### src/sv/qcn_pkg.sv
// Shared constants, codes and stage payload types for the quadtree cell neighbour core.
package qcn_pkg;

    localparam int unsigned ID_W            = 32;
    localparam int unsigned MODE_W          = 3;
    localparam int unsigned DEPTH_W         = 4;
    localparam int unsigned DEPTH_LSB       = 28;
    localparam int unsigned LEVELS          = 14;
    localparam int unsigned CHILD_COUNT     = 4;
    localparam int unsigned BEAT_W          = 2;
    localparam int unsigned DEPTH_LIMIT_DEF = 14;

    typedef enum logic [MODE_W-1:0] {
        MODE_LEFT     = 3'd0,
        MODE_RIGHT    = 3'd1,
        MODE_TOP      = 3'd2,
        MODE_BOTTOM   = 3'd3,
        MODE_PARENT   = 3'd4,
        MODE_CHILDREN = 3'd5
    } t_mode;

    typedef enum logic [1:0] {
        OP_FAIL   = 2'd0,
        OP_NEIGH  = 2'd1,
        OP_PARENT = 2'd2,
        OP_CHILD  = 2'd3
    } t_op;

    // After decode: operation, axis select and the qualifying levels of that axis
    typedef struct packed {
        t_op               op;
        logic              row;
        logic [LEVELS-1:0] qual;
        logic [ID_W-1:0]   id;
    } t_dec;

    // After the scan: operation and the bits to flip for a neighbour move
    typedef struct packed {
        t_op             op;
        logic [ID_W-1:0] flip;
        logic [ID_W-1:0] id;
    } t_scan;

    // Finished result; a child result stands for a burst of four
    typedef struct packed {
        logic            ok;
        logic            child;
        logic [ID_W-1:0] id;
    } t_res;

endpackage

### src/sv/qcn_if.sv
// Input and output channel interfaces of the quadtree cell neighbour core.
interface qcn_in_if
    import qcn_pkg::*;
();
    logic              valid;
    logic              ready;
    logic [MODE_W-1:0] mode;
    logic [ID_W-1:0]   cell_id;

    modport source (output valid, output mode, output cell_id, input ready);
    modport sink   (input valid, input mode, input cell_id, output ready);
endinterface

interface qcn_out_if
    import qcn_pkg::*;
();
    logic            valid;
    logic            ready;
    logic            ok;
    logic [ID_W-1:0] cell_id_out;
    logic            last;

    modport source (output valid, output ok, output cell_id_out, output last, input ready);
    modport sink   (input valid, input ok, input cell_id_out, input last, output ready);
endinterface

### src/sv/qcn_decode.sv
// Stage 1: mode and depth decode, qualifying-level vector of the chosen axis.
module qcn_decode
    import qcn_pkg::*;
#(
    parameter int unsigned DEPTH_LIMIT = DEPTH_LIMIT_DEF
) (
    input  logic              i_clk,
    input  logic              i_rst_n,
    input  logic              i_valid,
    output logic              o_ready,
    input  logic [MODE_W-1:0] i_mode,
    input  logic [ID_W-1:0]   i_cell_id,
    output logic              o_valid,
    input  logic              i_ready,
    output t_dec              o_data
);

    localparam logic [DEPTH_W-1:0] LIMIT = DEPTH_W'(DEPTH_LIMIT);

    logic               r_valid;
    t_dec               r_data;
    t_dec               n_data;
    logic [DEPTH_W-1:0] depth;
    logic               up;
    logic [LEVELS-1:0]  lvl_mask;
    logic [LEVELS-1:0]  axis;

    assign depth = i_cell_id[ID_W-1:DEPTH_LSB];

    always_comb begin
        n_data.row = (i_mode == MODE_TOP) || (i_mode == MODE_BOTTOM);
        up         = (i_mode == MODE_RIGHT) || (i_mode == MODE_BOTTOM);
        for (int i = 0; i < LEVELS; i++) begin
            lvl_mask[i] = DEPTH_W'(i) < depth;
            axis[i]     = n_data.row ? i_cell_id[2*i+1] : i_cell_id[2*i];
        end
        // a level qualifies when it lies below the depth and its axis bit differs from the direction
        n_data.qual = (axis ^ {LEVELS{up}}) & lvl_mask;
        n_data.id   = i_cell_id;
        if (depth > LIMIT) begin
            n_data.op = OP_FAIL;
        end else begin
            unique case (i_mode)
                MODE_LEFT, MODE_RIGHT, MODE_TOP, MODE_BOTTOM: n_data.op = OP_NEIGH;
                MODE_PARENT:   n_data.op = (depth != '0) ? OP_PARENT : OP_FAIL;
                MODE_CHILDREN: n_data.op = (depth < LIMIT) ? OP_CHILD : OP_FAIL;
                default:       n_data.op = OP_FAIL;
            endcase
        end
    end

    assign o_ready = !r_valid || i_ready;

    always_ff @(posedge i_clk) begin
        if (!i_rst_n) begin
            r_valid <= 1'b0;
        end else if (o_ready) begin
            r_valid <= i_valid;
        end
        if (o_ready && i_valid) begin
            r_data <= n_data;
        end
    end

    assign o_valid = r_valid;
    assign o_data  = r_data;

endmodule

### src/sv/qcn_scan.sv
// Stage 2: find the lowest qualifying level and build the flip mask.
module qcn_scan
    import qcn_pkg::*;
(
    input  logic  i_clk,
    input  logic  i_rst_n,
    input  logic  i_valid,
    output logic  o_ready,
    input  t_dec  i_data,
    output logic  o_valid,
    input  logic  i_ready,
    output t_scan o_data
);

    logic              r_valid;
    t_scan             r_data;
    t_scan             n_data;
    logic [LEVELS-1:0] span;
    logic              found;

    always_comb begin
        found = |i_data.qual;
        // lowest qualifying level and every level below it
        span  = i_data.qual ^ (i_data.qual - LEVELS'(1));
        n_data.flip = '0;
        for (int i = 0; i < LEVELS; i++) begin
            n_data.flip[2*i]   = span[i] & !i_data.row;
            n_data.flip[2*i+1] = span[i] & i_data.row;
        end
        n_data.id = i_data.id;
        n_data.op = (i_data.op == OP_NEIGH && !found) ? OP_FAIL : i_data.op;
    end

    assign o_ready = !r_valid || i_ready;

    always_ff @(posedge i_clk) begin
        if (!i_rst_n) begin
            r_valid <= 1'b0;
        end else if (o_ready) begin
            r_valid <= i_valid;
        end
        if (o_ready && i_valid) begin
            r_data <= n_data;
        end
    end

    assign o_valid = r_valid;
    assign o_data  = r_data;

endmodule

### src/sv/qcn_form.sv
// Stage 3: form the neighbour, parent or child base ID.
module qcn_form
    import qcn_pkg::*;
(
    input  logic  i_clk,
    input  logic  i_rst_n,
    input  logic  i_valid,
    output logic  o_ready,
    input  t_scan i_data,
    output logic  o_valid,
    input  logic  i_ready,
    output t_res  o_data
);

    logic               r_valid;
    t_res               r_data;
    t_res               n_data;
    logic [DEPTH_W-1:0] depth;

    assign depth = i_data.id[ID_W-1:DEPTH_LSB];

    always_comb begin
        n_data.child = 1'b0;
        unique case (i_data.op)
            OP_NEIGH: begin
                n_data.ok = 1'b1;
                n_data.id = i_data.id ^ i_data.flip;
            end
            OP_PARENT: begin
                n_data.ok = 1'b1;
                n_data.id = {depth - DEPTH_W'(1), 2'b00, i_data.id[DEPTH_LSB-1:2]};
            end
            OP_CHILD: begin
                // top two path bits shift into the depth field and merge with it
                n_data.ok    = 1'b1;
                n_data.child = 1'b1;
                n_data.id    = {(depth + DEPTH_W'(1)) |
                                {2'b00, i_data.id[DEPTH_LSB-1:DEPTH_LSB-2]},
                                i_data.id[DEPTH_LSB-3:0], 2'b00};
            end
            default: begin
                n_data.ok = 1'b0;
                n_data.id = '0;
            end
        endcase
    end

    assign o_ready = !r_valid || i_ready;

    always_ff @(posedge i_clk) begin
        if (!i_rst_n) begin
            r_valid <= 1'b0;
        end else if (o_ready) begin
            r_valid <= i_valid;
        end
        if (o_ready && i_valid) begin
            r_data <= n_data;
        end
    end

    assign o_valid = r_valid;
    assign o_data  = r_data;

endmodule

### src/sv/qcn_burst.sv
// Output register: one transfer per result, four transfers for a child burst.
module qcn_burst
    import qcn_pkg::*;
(
    input  logic            i_clk,
    input  logic            i_rst_n,
    input  logic            i_valid,
    output logic            o_ready,
    input  t_res            i_data,
    output logic            o_valid,
    input  logic            i_ready,
    output logic            o_ok,
    output logic [ID_W-1:0] o_cell_id,
    output logic            o_last
);

    logic              r_valid;
    t_res              r_data;
    logic [BEAT_W-1:0] r_beat;
    logic              last;

    assign last    = !r_data.child || (r_beat == BEAT_W'(CHILD_COUNT - 1));
    assign o_ready = !r_valid || (i_ready && last);

    always_ff @(posedge i_clk) begin
        if (!i_rst_n) begin
            r_valid <= 1'b0;
            r_beat  <= '0;
        end else if (o_ready) begin
            r_valid <= i_valid;
            r_beat  <= '0;
        end else if (i_ready) begin
            // advance within the child burst
            r_beat <= r_beat + BEAT_W'(1);
        end
        if (o_ready && i_valid) begin
            r_data <= i_data;
        end
    end

    assign o_valid   = r_valid;
    assign o_ok      = r_data.ok;
    assign o_cell_id = r_data.id | {{(ID_W-BEAT_W){1'b0}}, r_beat};
    assign o_last    = last;

endmodule

### src/sv/quadtree_cell_id_neighbors_core.sv
// Top level of the quadtree cell neighbour, parent and child finder.
//
//   channel  | direction | payload                      | handshake
//   i_in     | in        | mode, cell_id                | valid / ready
//   o_out    | out       | ok, cell_id_out, last        | valid / ready
//
// Four register stages: decode, axis scan, ID formation, output register.
// Items pass the decode, scan, formation and output registers in turn; one item per
// cycle while the output accepts and no child burst holds the output register.
// A children request holds the output register for four transfers, so that
// item costs four transfers of output bandwidth.
// Synchronous active-low reset clears only the stage valid bits and burst counter.
// Each stage holds its data while downstream stalls; nothing is dropped or repeated.
module quadtree_cell_id_neighbors_core
    import qcn_pkg::*;
#(
    parameter int unsigned DEPTH_LIMIT = DEPTH_LIMIT_DEF
) (
    input  logic      i_clk,
    input  logic      i_rst_n,
    qcn_in_if.sink    i_in,
    qcn_out_if.source o_out
);

    logic  dec_valid;
    logic  dec_ready;
    t_dec  dec_data;
    logic  scan_valid;
    logic  scan_ready;
    t_scan scan_data;
    logic  form_valid;
    logic  form_ready;
    t_res  form_data;

    qcn_decode #(
        .DEPTH_LIMIT(DEPTH_LIMIT)
    ) u_decode (
        .i_clk    (i_clk),
        .i_rst_n  (i_rst_n),
        .i_valid  (i_in.valid),
        .o_ready  (i_in.ready),
        .i_mode   (i_in.mode),
        .i_cell_id(i_in.cell_id),
        .o_valid  (dec_valid),
        .i_ready  (dec_ready),
        .o_data   (dec_data)
    );

    qcn_scan u_scan (
        .i_clk  (i_clk),
        .i_rst_n(i_rst_n),
        .i_valid(dec_valid),
        .o_ready(dec_ready),
        .i_data (dec_data),
        .o_valid(scan_valid),
        .i_ready(scan_ready),
        .o_data (scan_data)
    );

    qcn_form u_form (
        .i_clk  (i_clk),
        .i_rst_n(i_rst_n),
        .i_valid(scan_valid),
        .o_ready(scan_ready),
        .i_data (scan_data),
        .o_valid(form_valid),
        .i_ready(form_ready),
        .o_data (form_data)
    );

    qcn_burst u_burst (
        .i_clk    (i_clk),
        .i_rst_n  (i_rst_n),
        .i_valid  (form_valid),
        .o_ready  (form_ready),
        .i_data   (form_data),
        .o_valid  (o_out.valid),
        .i_ready  (o_out.ready),
        .o_ok     (o_out.ok),
        .o_cell_id(o_out.cell_id_out),
        .o_last   (o_out.last)
    );

endmodule
### src/flat_wrapper.sv
// flat-port wrapper written by rule: the top's interface ports become plain ports
module quadtree_cell_id_neighbors_core_flat import qcn_pkg::*;
#(
    parameter int unsigned DEPTH_LIMIT = DEPTH_LIMIT_DEF
)
  (i_clk, i_rst_n, i_in_valid, i_in_mode, i_in_cell_id, i_in_ready, o_out_valid, o_out_ok, o_out_cell_id_out, o_out_last, o_out_ready);
  qcn_in_if i_in_i ();
  qcn_out_if o_out_i ();
  input  logic i_clk;
  input  logic i_rst_n;
  input wire logic [$bits(i_in_i.valid)-1:0] i_in_valid;
  input wire logic [$bits(i_in_i.mode)-1:0] i_in_mode;
  input wire logic [$bits(i_in_i.cell_id)-1:0] i_in_cell_id;
  output wire logic [$bits(i_in_i.ready)-1:0] i_in_ready;
  output wire logic [$bits(o_out_i.valid)-1:0] o_out_valid;
  output wire logic [$bits(o_out_i.ok)-1:0] o_out_ok;
  output wire logic [$bits(o_out_i.cell_id_out)-1:0] o_out_cell_id_out;
  output wire logic [$bits(o_out_i.last)-1:0] o_out_last;
  input wire logic [$bits(o_out_i.ready)-1:0] o_out_ready;
  assign i_in_i.valid = i_in_valid;
  assign i_in_i.mode = i_in_mode;
  assign i_in_i.cell_id = i_in_cell_id;
  assign i_in_ready = i_in_i.ready;
  assign o_out_valid = o_out_i.valid;
  assign o_out_ok = o_out_i.ok;
  assign o_out_cell_id_out = o_out_i.cell_id_out;
  assign o_out_last = o_out_i.last;
  assign o_out_i.ready = o_out_ready;
  quadtree_cell_id_neighbors_core #(.DEPTH_LIMIT(DEPTH_LIMIT)) u_core (.i_clk(i_clk), .i_rst_n(i_rst_n), .i_in(i_in_i), .o_out(o_out_i));
endmodule
### config.mk
export PLATFORM = sky130hd
export DESIGN_NAME = quadtree_cell_id_neighbors_core_flat
export DESIGN_NICKNAME = d
export VERILOG_FILES = /design/src/sv/qcn_pkg.sv /design/src/sv/qcn_if.sv /design/src/sv/qcn_decode.sv /design/src/sv/qcn_scan.sv /design/src/sv/qcn_form.sv /design/src/sv/qcn_burst.sv /design/src/sv/quadtree_cell_id_neighbors_core.sv /design/src/flat_wrapper.sv
export SDC_FILE = /design/constraint.sdc
export NUM_CORES = 1
export LEC_CHECK = 0
export BUFFER_PORTS_ARGS = -buffer_cell sky130_fd_sc_hd__buf_2
export CAP_MARGIN = 20
export CORE_UTILIZATION = 45
export CTS_CLUSTER_SIZE = 25
export DETAILED_ROUTE_END_ITERATION = 8
export GPL_TIMING_DRIVEN = 0
export RECOVER_POWER = 100
export SYNTH_ARGS = -nofsm -noshare
export SYNTH_HDL_FRONTEND = slang
export SYNTH_SLANG_ARGS = --single-unit
export TNS_END_PERCENT = 100
### constraint.sdc
create_clock -name i_clk -period 5 [get_ports i_clk]
set_clock_uncertainty 0.15 [all_clocks]
set_input_delay 0.5 -clock i_clk [delete_from_list [all_inputs] [get_ports i_clk]]
set_output_delay 0.5 -clock i_clk [all_outputs]
set_load 0.01 [all_outputs]
==> impl_metrics.yaml, run 1 <==
worst_setup_path:
  reg2reg_slack_ns: 1.72
  cp.arrival_ns: 3.14
  required_ns: 4.87
  r2r_cells: 5
  critPathLaunchType: "register"
  path_class: "register to register"
  critPathCaptureType: "register"
  crit_fanout: 32
sta:
  rsz0062_at_grt: "no"
  period_share_pct: 65.5
  fmax_ghz: 0.305
  fin_crit_ns: 3.28
  max-slew-margin-rel_pct: -8.71
  finalSetupViolCount: 0
  finalHoldViolCount: 0
  fin_ws_ns: 1.72
  holdWs_ns: 0.115
  drv_slew: 33
  fin_setup_tns_ns: 0
  tightest_slew_ns: 1.63
placed_design:
  place_hpwl_um: 9970
  routabilityCongestion: 0.872
  post-place-ws_ns: 2.21
  port_buffers: 74
detailed_routing:
  dr_total_vias: 4068
  drt_pass1_iterations: 5
  drc: 0
  antenna_left: 0
  via_per_inst: 4.74
  routedWlPerCell_um: 15.7
  drt_wl_total_um: 13500
  drt_iter0_drc: 285
yosys:
  synth_area_leader_cell: "edfxtp_1"
  synth_cell_types: 36
  synthArstFlopShare_pct: 0
  synth.area.top_cells: "edfxtp_1 72%, xnor2_1 4.3%, nor2_1 3.1%"
  synth_top_cells_by_count: "179 x edfxtp_1, 61 x nor2_1, 40 x nand2_1"
  synth_edf_count: 179
  syn_area_um2: 7500
  ys_seq_area_share_pct: 73.3
  synth_cells: 533
  yosysMostFrequentCell: "edfxtp_1"
  syn_nets: 576
  yosys_warnings: 0
  ys.flop_type: "edfxtp_1"
  synth.avg_cell_area_um2: 14.1
  ys_seq_elements: 185
  synth_top_area_share_pct: 71.7
hold_path:
  hold_depth: 1
  hold_class: "primary input to register"
layout:
  drive_above_1_share_pct: 14.0
  nFillCells: 1357
  syn2layout_area_growth_pct: 16.0
  num-nets-final: 672
  antennaDiodeCount: 0
clocking:
  cts_buffers: 17
  cts-root-buf: "clkbuf_16"
  htreeDepth: 4
  cts_sinks: 185
  cts_resized: 0
  postCtsSetupBuffers: 0
  hold_buffers: 0
  clockBufferDepth: 2
  clkTransAtPathRegs_ns: 0.07
  clk_latency_ns: 0.42
  cts_tree: "done"
global_routing:
  grt-ovfl-total: 0
  grt_max_degree: 43
  antenna_found_initial: 0
  grtUsageTotal_pct: 16.7
  grt_pass1_wl_um: 21600
  grt_pass1_vias: 4117
status:
  violations: "capacitance limit, slew limit"
  status: "finished, violations left"
floorplanning:
  initial_utilization_pct: 46.7
  num_rows: 46
  die_area_um2: 17200
  num_io_pins: 75
  die_x_um: 131
  fp.coreArea_um2: 16100
  die_y_um: 131
power:
  power_uw: 3260
  p_leak_uw: 0.00309
  power_density_nw_per_um2: 374
  ir_drop_mv: 0.219
job:
  drv_cap: 1
[layout by cell type (no fill, tap or decap), types with 8 or more instances in the layout]
master	count
edfxtp_1	179
clkbuf_1	74
nor2_1	61
nand2_1	40
a21oi_1	39
xnor2_1	37
o21ai_0	29
buf_4	27
buf_2	22
clkbuf_16	17
mux2i_1	16
inv_1	15
nor3_1	8
[worst max-delay path, cell delays in order, from the launching register on]
cell and delay, ns:
dfxtp_1 0.36, ha_1 0.15, nand2b_1 0.18, a21boi_0 0.25
a21boi_0 0.53, clkbuf_1 1.24
[state kept, by name (all words and copies together), names as in the netlist]
signal	flops
u_core.u_burst.o_ok	1
u_core.u_burst.o_valid	1
u_core.u_scan.o_valid	1
u_core.u_burst.r_beat	2
u_core.u_decode.o_valid	1
u_core.u_scan.o_data	62
u_core.u_form.o_valid	1
u_core.u_decode.o_data	49
u_core.u_burst.r_data	33
u_core.u_form.o_data	34
[cell type report]
| cell class | instances | area (um^2) | share of cell area [%] |
|---|---|---|---|
| Timing Repair Buffer | 77 | 349 | 4.01 |
| Clock buffer | 19 | 433 | 4.97 |
| Sequential cell | 185 | 5500 | 63.1 |
| Multi-Input combinational cell | 282 | 1650 | 19.0 |
| Buffer | 51 | 304 | 3.49 |
| Clock inverter | 13 | 143 | 1.64 |
| Inverter | 15 | 56.3 | 0.647 |
| Tap cell | 216 | 270 | 3.11 |
[cells by family after synthesis]
family | after synthesis | synth area share (%)
flip-flops | 185 | 73.3
AND/OR/NAND/NOR | 138 | 8.14
AO/OA/AOI/OAI | 81 | 5.97
buffers and inverters | 66 | 4.80
XOR/XNOR | 43 | 5.02
multiplexers | 16 | 2.14
adder cells (fa/ha/maj) | 4 | 0.667
[metrics by stage]
stage	cell area, um^2	util [%]	std cells
final	8700	54.2	858
after global routing	8700	54.2	858
after CTS	8800	54.8	858
after detailed placement	8230	51.2	826
after global placement	8140	50.7	823
after floorplan	7500	-	533
[final timing paths]
path | from | endpoint
hold reg to reg | u_core.u_form.o_data[28] | u_core.u_burst.r_data[28]
hold / removal | i_in_cell_id[19] | u_core.u_decode.o_data[19]
setup / recovery | u_core.u_burst.r_beat[0] | u_core.u_form.o_data[20]
setup reg to reg | u_core.u_burst.r_beat[0] | u_core.u_form.o_data[20]
[routing by layer]
layer | wire [um] | track usage, % | vias up
met2 | 6380 | 26.8 | 115
met5 | 0 | 0 | -
met3 | 513 | 3.74 | 16
met1 | 6320 | 21.4 | 1850
met4 | 286 | 8.43 | 0
li1 | - | - | 2087
[power breakdown]
group          internal (uW)  total [uW]  switching, uW
clock network            743        1300            559
registers               1770        1800           28.5
logic                   59.7         155           95.6
(Power assumes the default switching activity.)
==> run 2: changes to the inputs <==
--- a/config.mk
+++ b/config.mk
@@ -11,6 +11,7 @@
 export CTS_CLUSTER_SIZE = 25
 export DETAILED_ROUTE_END_ITERATION = 8
 export GPL_TIMING_DRIVEN = 0
+export PLACE_DENSITY = 0.66
 export RECOVER_POWER = 100
 export SYNTH_ARGS = -nofsm -noshare
 export SYNTH_HDL_FRONTEND = slang
==> constraint.sdc (replaced) <==
create_clock -name i_clk -period 2.9 [get_ports i_clk]
set_clock_uncertainty 0.15 [all_clocks]
set_input_delay 0.29 -clock i_clk [delete_from_list [all_inputs] [get_ports i_clk]]
set_output_delay 0.29 -clock i_clk [all_outputs]
set_load 0.01 [all_outputs]
==> run 2 against run 1 <==
  * The flow now finishes without violations
  * Flip-flop and latch count stayed put
  * Clock power increased by 72%
  * Via count is 4.9% higher
  * Utilization increased by 2.3 points
  * Wire length rose by 2.2%
  * First-iteration DRC count is 15% higher
  * Non-clock buffer count up 35
  * Die area unchanged
  * Final cell count is 4.1% higher
  * Critical path type unchanged
  * Largest cell class unchanged
==> impl_metrics.yaml, run 2 (same netlist as run 1, synthesis figures left out) <==
hold_path:
  hold_depth: 2
  min_from: "i_in_mode[1]"
  hold_class: "primary input to register"
  hold_end: "u_core.u_decode.o_data[48]"
floorplanning:
  die_x_um: 131
  initial_utilization_pct: 46.7
  die_y_um: 131
  die_area_um2: 17200
  num_rows: 46
  fp.coreArea_um2: 16100
  num_io_pins: 75
clocking:
  hold_buffers: 35
  cts_buffers: 17
  postCtsSetupBuffers: 0
  clk_latency_ns: 0.42
  htreeDepth: 4
  clockBufferDepth: 2
  clkTransAtPathRegs_ns: 0.07
  cts_sinks: 185
  cts_tree: "done"
  cts_resized: 0
  cts-root-buf: "clkbuf_16"
sta:
  fin_ws_ns: 0.215
  period_share_pct: 92.6
  fmax_ghz: 0.372
  drv_slew: 0
  rsz0062_at_grt: "no"
  finalHoldViolCount: 0
  fin_crit_ns: 2.69
  fin_setup_tns_ns: 0
  max-slew-margin-rel_pct: 34.5
  finalSetupViolCount: 0
  tightest_slew_ns: 0.981
detailed_routing:
  drt_iter0_drc: 327
  routedWlPerCell_um: 15.5
  dr_total_vias: 4267
  via_per_inst: 4.78
  drt_pass1_iterations: 4
  drt_wl_total_um: 13800
  highest_layer: "met4"
  wl_met3_um: 604
  antenna_left: 0
  dr_wl_met2_um: 6870
  drc: 0
  m1WireLength_um: 6070
layout:
  largest_reg_flops: 62
  final_cell_mix: "179 x edfxtp_1, 78 x clkbuf_1, 61 x nor2_1"
  final_common_cell: "edfxtp_1"
  antennaDiodeCount: 0
  final_cell_area_um2: 9060
  num-nets-final: 707
  syn2layout_area_growth_pct: 20.9
  drive_above_1_share_pct: 12.6
placed_design:
  place_hpwl_um: 9970
  routabilityCongestion: 0.832
  post-place-ws_ns: 0.284
  port_buffers: 74
  placed_area_um2: 8230
job:
  drv_cap: 0
worst_setup_path:
  cp.buffers_inverters: 0
  crit_fanout: 7
  path_class: "register to register"
  critPathCaptureType: "register"
  cp_cell_sequence: "or4_1, or4_4, or3_4, o41a_1"
  cp.arrival_ns: 2.71
  critPathSlowestCell: "or4_1"
  critPathLaunchType: "register"
  crit_family: "simple AND/OR/NAND/NOR gates"
  r2r_cells: 4
  max_stage_delay_ns: 0.66
  r2r-start: "u_core.u_decode.o_data[38]"
  r2r_end: "u_core.u_scan.o_data[64]"
  required_ns: 2.92
  reg2reg_slack_ns: 0.21
global_routing:
  grt_pass1_vias: 4344
  grtUsageTotal_pct: 17.0
  grt_max_degree: 44
  antenna_found_initial: 0
  grt_pass1_wl_um: 22400
  grt-ovfl-total: 0
power:
  power_uw: 5640
  p_leak_uw: 0.00322
  ir_drop_mv: 0.411
  power_density_nw_per_um2: 622
status:
  status: "finished, final reports clean"
-- run 2: layer usage --
layer,track usage [%],vias to the layer above
met2,27.9,121
met5,0,-
met3,3.20,18
met1,21.7,1967
li1,-,2161
met4,8.50,0
-- run 2: how the worst max path moves through the flow --
stage | start | endpoint | slack [ns] | cells past startpoint
floorplan | u_core.u_burst.r_beat[0] | u_core.u_decode.o_data[0] | 0.12 | 5
finish | u_core.u_decode.o_data[38] | u_core.u_scan.o_data[64] | 0.21 | 4
detailed placement | u_core.u_decode.o_data[38] | u_core.u_scan.o_data[64] | 0.28 | 4
CTS | u_core.u_decode.o_data[38] | u_core.u_scan.o_data[64] | 0.28 | 4
global route | u_core.u_decode.o_data[38] | u_core.u_scan.o_data[64] | 0.13 | 4
global placement | u_core.u_burst.r_beat[0] | u_core.u_decode.o_data[10] | -0.24 | 5
-- run 2: worst reg2reg max path, delay by kind of cell (launching register included) --
kind             cells  cell delay [ns]
AND/OR/NAND/NOR      3             1.50
flip-flops           1             0.47
AO/OA/AOI/OAI        1             0.31
-- run 2: power breakdown --
group | switching (uW) | total [uW] | internal, uW
clock | 961 | 2230 | 1270
sequential | 49.8 | 3100 | 3050
combinational | 171 | 305 | 134
total | 1180 | 5640 | 4450
-- run 2: area by class of cell --
type	instances	area, um^2
sequential	185	5500
multi-input combinational	282	1660
clock inverter	15	150
inverter	15	56.3
tap	216	270
buffer	51	304
clock buffer	17	425
timing repair buffer	112	707
fill	1322	6990
-- run 2: stage by stage --
stage          utilization (%)  hold WS, ns  cells
4_1_cts                   57.0       0.0241    893
3_3_place_gp              50.8        0.254    823
2_1_floorplan                -        0.239    533
6_report                  56.5       0.0422    893
3_5_place_dp              51.2        0.255    826
5_1_grt                   56.5       0.0564    893
==> run 3: changes to the inputs <==
--- a/config.mk
+++ b/config.mk
@@ -15,5 +15,6 @@
 export RECOVER_POWER = 100
 export SYNTH_ARGS = -nofsm -noshare
 export SYNTH_HDL_FRONTEND = slang
+export SYNTH_HIERARCHICAL = 1
 export SYNTH_SLANG_ARGS = --single-unit
 export TNS_END_PERCENT = 100
==> run 3 against run 2 <==
  * Critical path depth is 5 higher
  * Wire length is 0.54% higher
  * Power is 1.8% higher
  * Design area is 2.2% higher
  * Final cell count is 2.2% lower
  * Die area is 4.5% higher
  * The flow now finishes with violations (capacitance limit, slew limit)
  * Largest power group unchanged
  * Count of clock-buffer cells in the layout is 1 higher
==> impl_metrics.yaml, run 3 <==
yosys:
  synth_top_cells_by_count: "179 x edfxtp_1, 45 x mux2i_1, 38 x buf_4"
  syn_area_um2: 7840
  synth.area.top_cells: "edfxtp_1 69%, mux2i_1 5.7%, buf_4 3.6%"
  synth_area_leader_cell: "edfxtp_1"
  synth_cells: 509
  yosys_warnings: 6
  ys_seq_elements: 185
  synth_edf_count: 179
  synthArstFlopShare_pct: 0
  synth_cell_types: 51
  ys_seq_area_share_pct: 70.1
  yosysMostFrequentCell: "edfxtp_1"
  synth.avg_cell_area_um2: 15.4
  synth_top_area_share_pct: 68.5
  ys.flop_type: "edfxtp_1"
worst_setup_path:
  cp.arrival_ns: 2.56
  required_ns: 2.90
  crit_fanout: 35
  path_class: "register to register"
  reg2reg_slack_ns: 0.34
  critPathCaptureType: "register"
  critPathLaunchType: "register"
clocking:
  clkTransAtPathRegs_ns: 0.06
  cts_buffers: 17
  clockBufferDepth: 2
  cts-root-buf: "clkbuf_16"
  postCtsSetupBuffers: 0
  htreeDepth: 4
  cts_sinks: 185
  clk_latency_ns: 0.42
  cts_resized: 0
  cts_tree: "done"
  hold_buffers: 33
status:
  violations: "capacitance limit, slew limit"
  status: "finished, violations left"
placed_design:
  port_buffers: 73
  dp_cells: 808
  place_hpwl_um: 10200
  routabilityCongestion: 0.811
power:
  ir_drop_mv: 0.407
  clock_power_share_pct: 39.3
  power_switching_uw: 1170
  seq_power_share_pct: 54.2
  intPower_uw: 4560
  swShare_pct: 20.4
  power_density_nw_per_um2: 619
  combPwrFrac_pct: 6.5
  p_leak_uw: 0.00342
layout:
  syn2layout_area_growth_pct: 18.1
  num-nets-final: 683
  antennaDiodeCount: 0
  drive_above_1_share_pct: 15.8
  final_cell_mix: "179 x edfxtp_1, 73 x clkbuf_1, 45 x mux2i_1"
  largest_reg_flops: 62
  final_common_cell: "edfxtp_1"
  layout.cells.non_filler: 873
floorplanning:
  fp.coreArea_um2: 16800
  die_x_um: 134
  die_y_um: 134
  num_io_pins: 75
  die_area_um2: 18000
  num_rows: 47
  initial_utilization_pct: 46.6
detailed_routing:
  drt_pass1_iterations: 5
  via_per_inst: 4.91
  drt_iter0_drc: 250
  drc: 0
  antenna_left: 0
  dr_total_vias: 4284
  drt_wl_total_um: 13900
  routedWlPerCell_um: 15.9
sta:
  finalHoldViolCount: 0
  period_share_pct: 88.2
  finalSetupViolCount: 0
  fin_crit_ns: 2.56
  fmax_ghz: 0.391
  max-slew-margin-rel_pct: -2.45
  rsz0062_at_grt: "no"
  tightest_slew_ns: 1.53
  holdWs_ns: 0.0688
  drv_slew: 35
job:
  drv_cap: 1
hold_path:
  hold_class: "primary input to register"
global_routing:
  antenna_found_initial: 0
  grt_pass1_wl_um: 21500
  grt_pass1_vias: 4098
  grt_max_degree: 43
  grt-ovfl-total: 0
  grtUsageTotal_pct: 16.1
-- run 3: cell types whose count changed in the layout (fill, tap and decap cells not counted), sizes merged, moves of 8 or more --
cell	previous run	this run
o21ai	29	8
nor2	61	23
nand2	40	21
buf	49	57
xnor2	37	27
o22ai	0	26
mux2i	16	45
a21oi	39	7
-- run 3: path summary, 6_finish.rpt --
check                                           startpoint                         end  cells past startpoint
worst max-delay path              u_core/u_burst/r_beat[0]   u_core/u_decode/o_data[7]                      9
worst min-delay path                          i_in_mode[1]  u_core/u_decode/o_data[48]                      2
worst max register to register    u_core/u_burst/r_beat[0]   u_core/u_decode/o_data[7]                      9
worst min register to register  u_core/u_decode/o_data[28]    u_core/u_scan/o_data[28]                      0
-- run 3: kinds of logic after synthesis --
family / share of synthesized area [%]
buffers and inverters: 6.38
adder cells (fa/ha/maj): 0.638
AND/OR/NAND/NOR: 7.16
flip-flops: 70.1
other: 0.0478
multiplexers: 6.51
XOR/XNOR: 4.13
AO/OA/AOI/OAI: 5.07
-- run 3: layout make-up --
class / instances / area, um^2
plain buffers: 55 / 368
clock buffers: 18 / 429
clock inverters: 14 / 156
fillers: 1392 / 7550
inverters: 17 / 63.8
multi-input cells: 255 / 1800
flip-flops and latches: 185 / 5500
well taps: 220 / 275
repair buffers: 109 / 677
-- run 3: per-layer routing --
layer	vias up	global-route usage (%)	part of all wire, %
met2	140	27.3	49
met4	0	7.80	2.4
met1	2003	19.8	44
met3	21	3.25	4.8
met5	-	0	0
li1	2120	-	-
-- run 3: power by group through the flow --
| stage | clock (uW) | combinational, uW | sequential (uW) |
|---|---|---|---|
| finish | 2260 | 372 | 3110 |
| floorplan | 0 | 246 | 3150 |
| detailed placement | 0 | 361 | 3170 |
| CTS | 2300 | 396 | 3110 |
| global route | 2400 | 407 | 3120 |
| global placement | 0 | 339 | 3170 |
-- run 3: worst max-delay path: stages (launching register included) --
cell      delay, ns
dfxtp_1        0.33
ha_1           0.20
nand2b_1       0.17
a21boi_2       0.25
inv_1          0.05
nand2b_1       0.16
nand2b_1       0.17
nand2b_1       0.18
and2_2         0.34
buf_6          0.27
-- run 3: metrics by stage --
stage	power [uW]	TNS (ns)	cell area, um^2	utilization, %	setup WS (ns)
final	5730	0	9270	55.1	0.341
after detailed placement	3530	0	8570	51.0	0.365
after CTS	5800	0	9490	56.4	0.358
after global routing	5920	0	9270	55.1	0.165
after global placement	3510	-32.17	8500	50.5	-0.454
after floorplan	3390	0	7860	-	0.00228
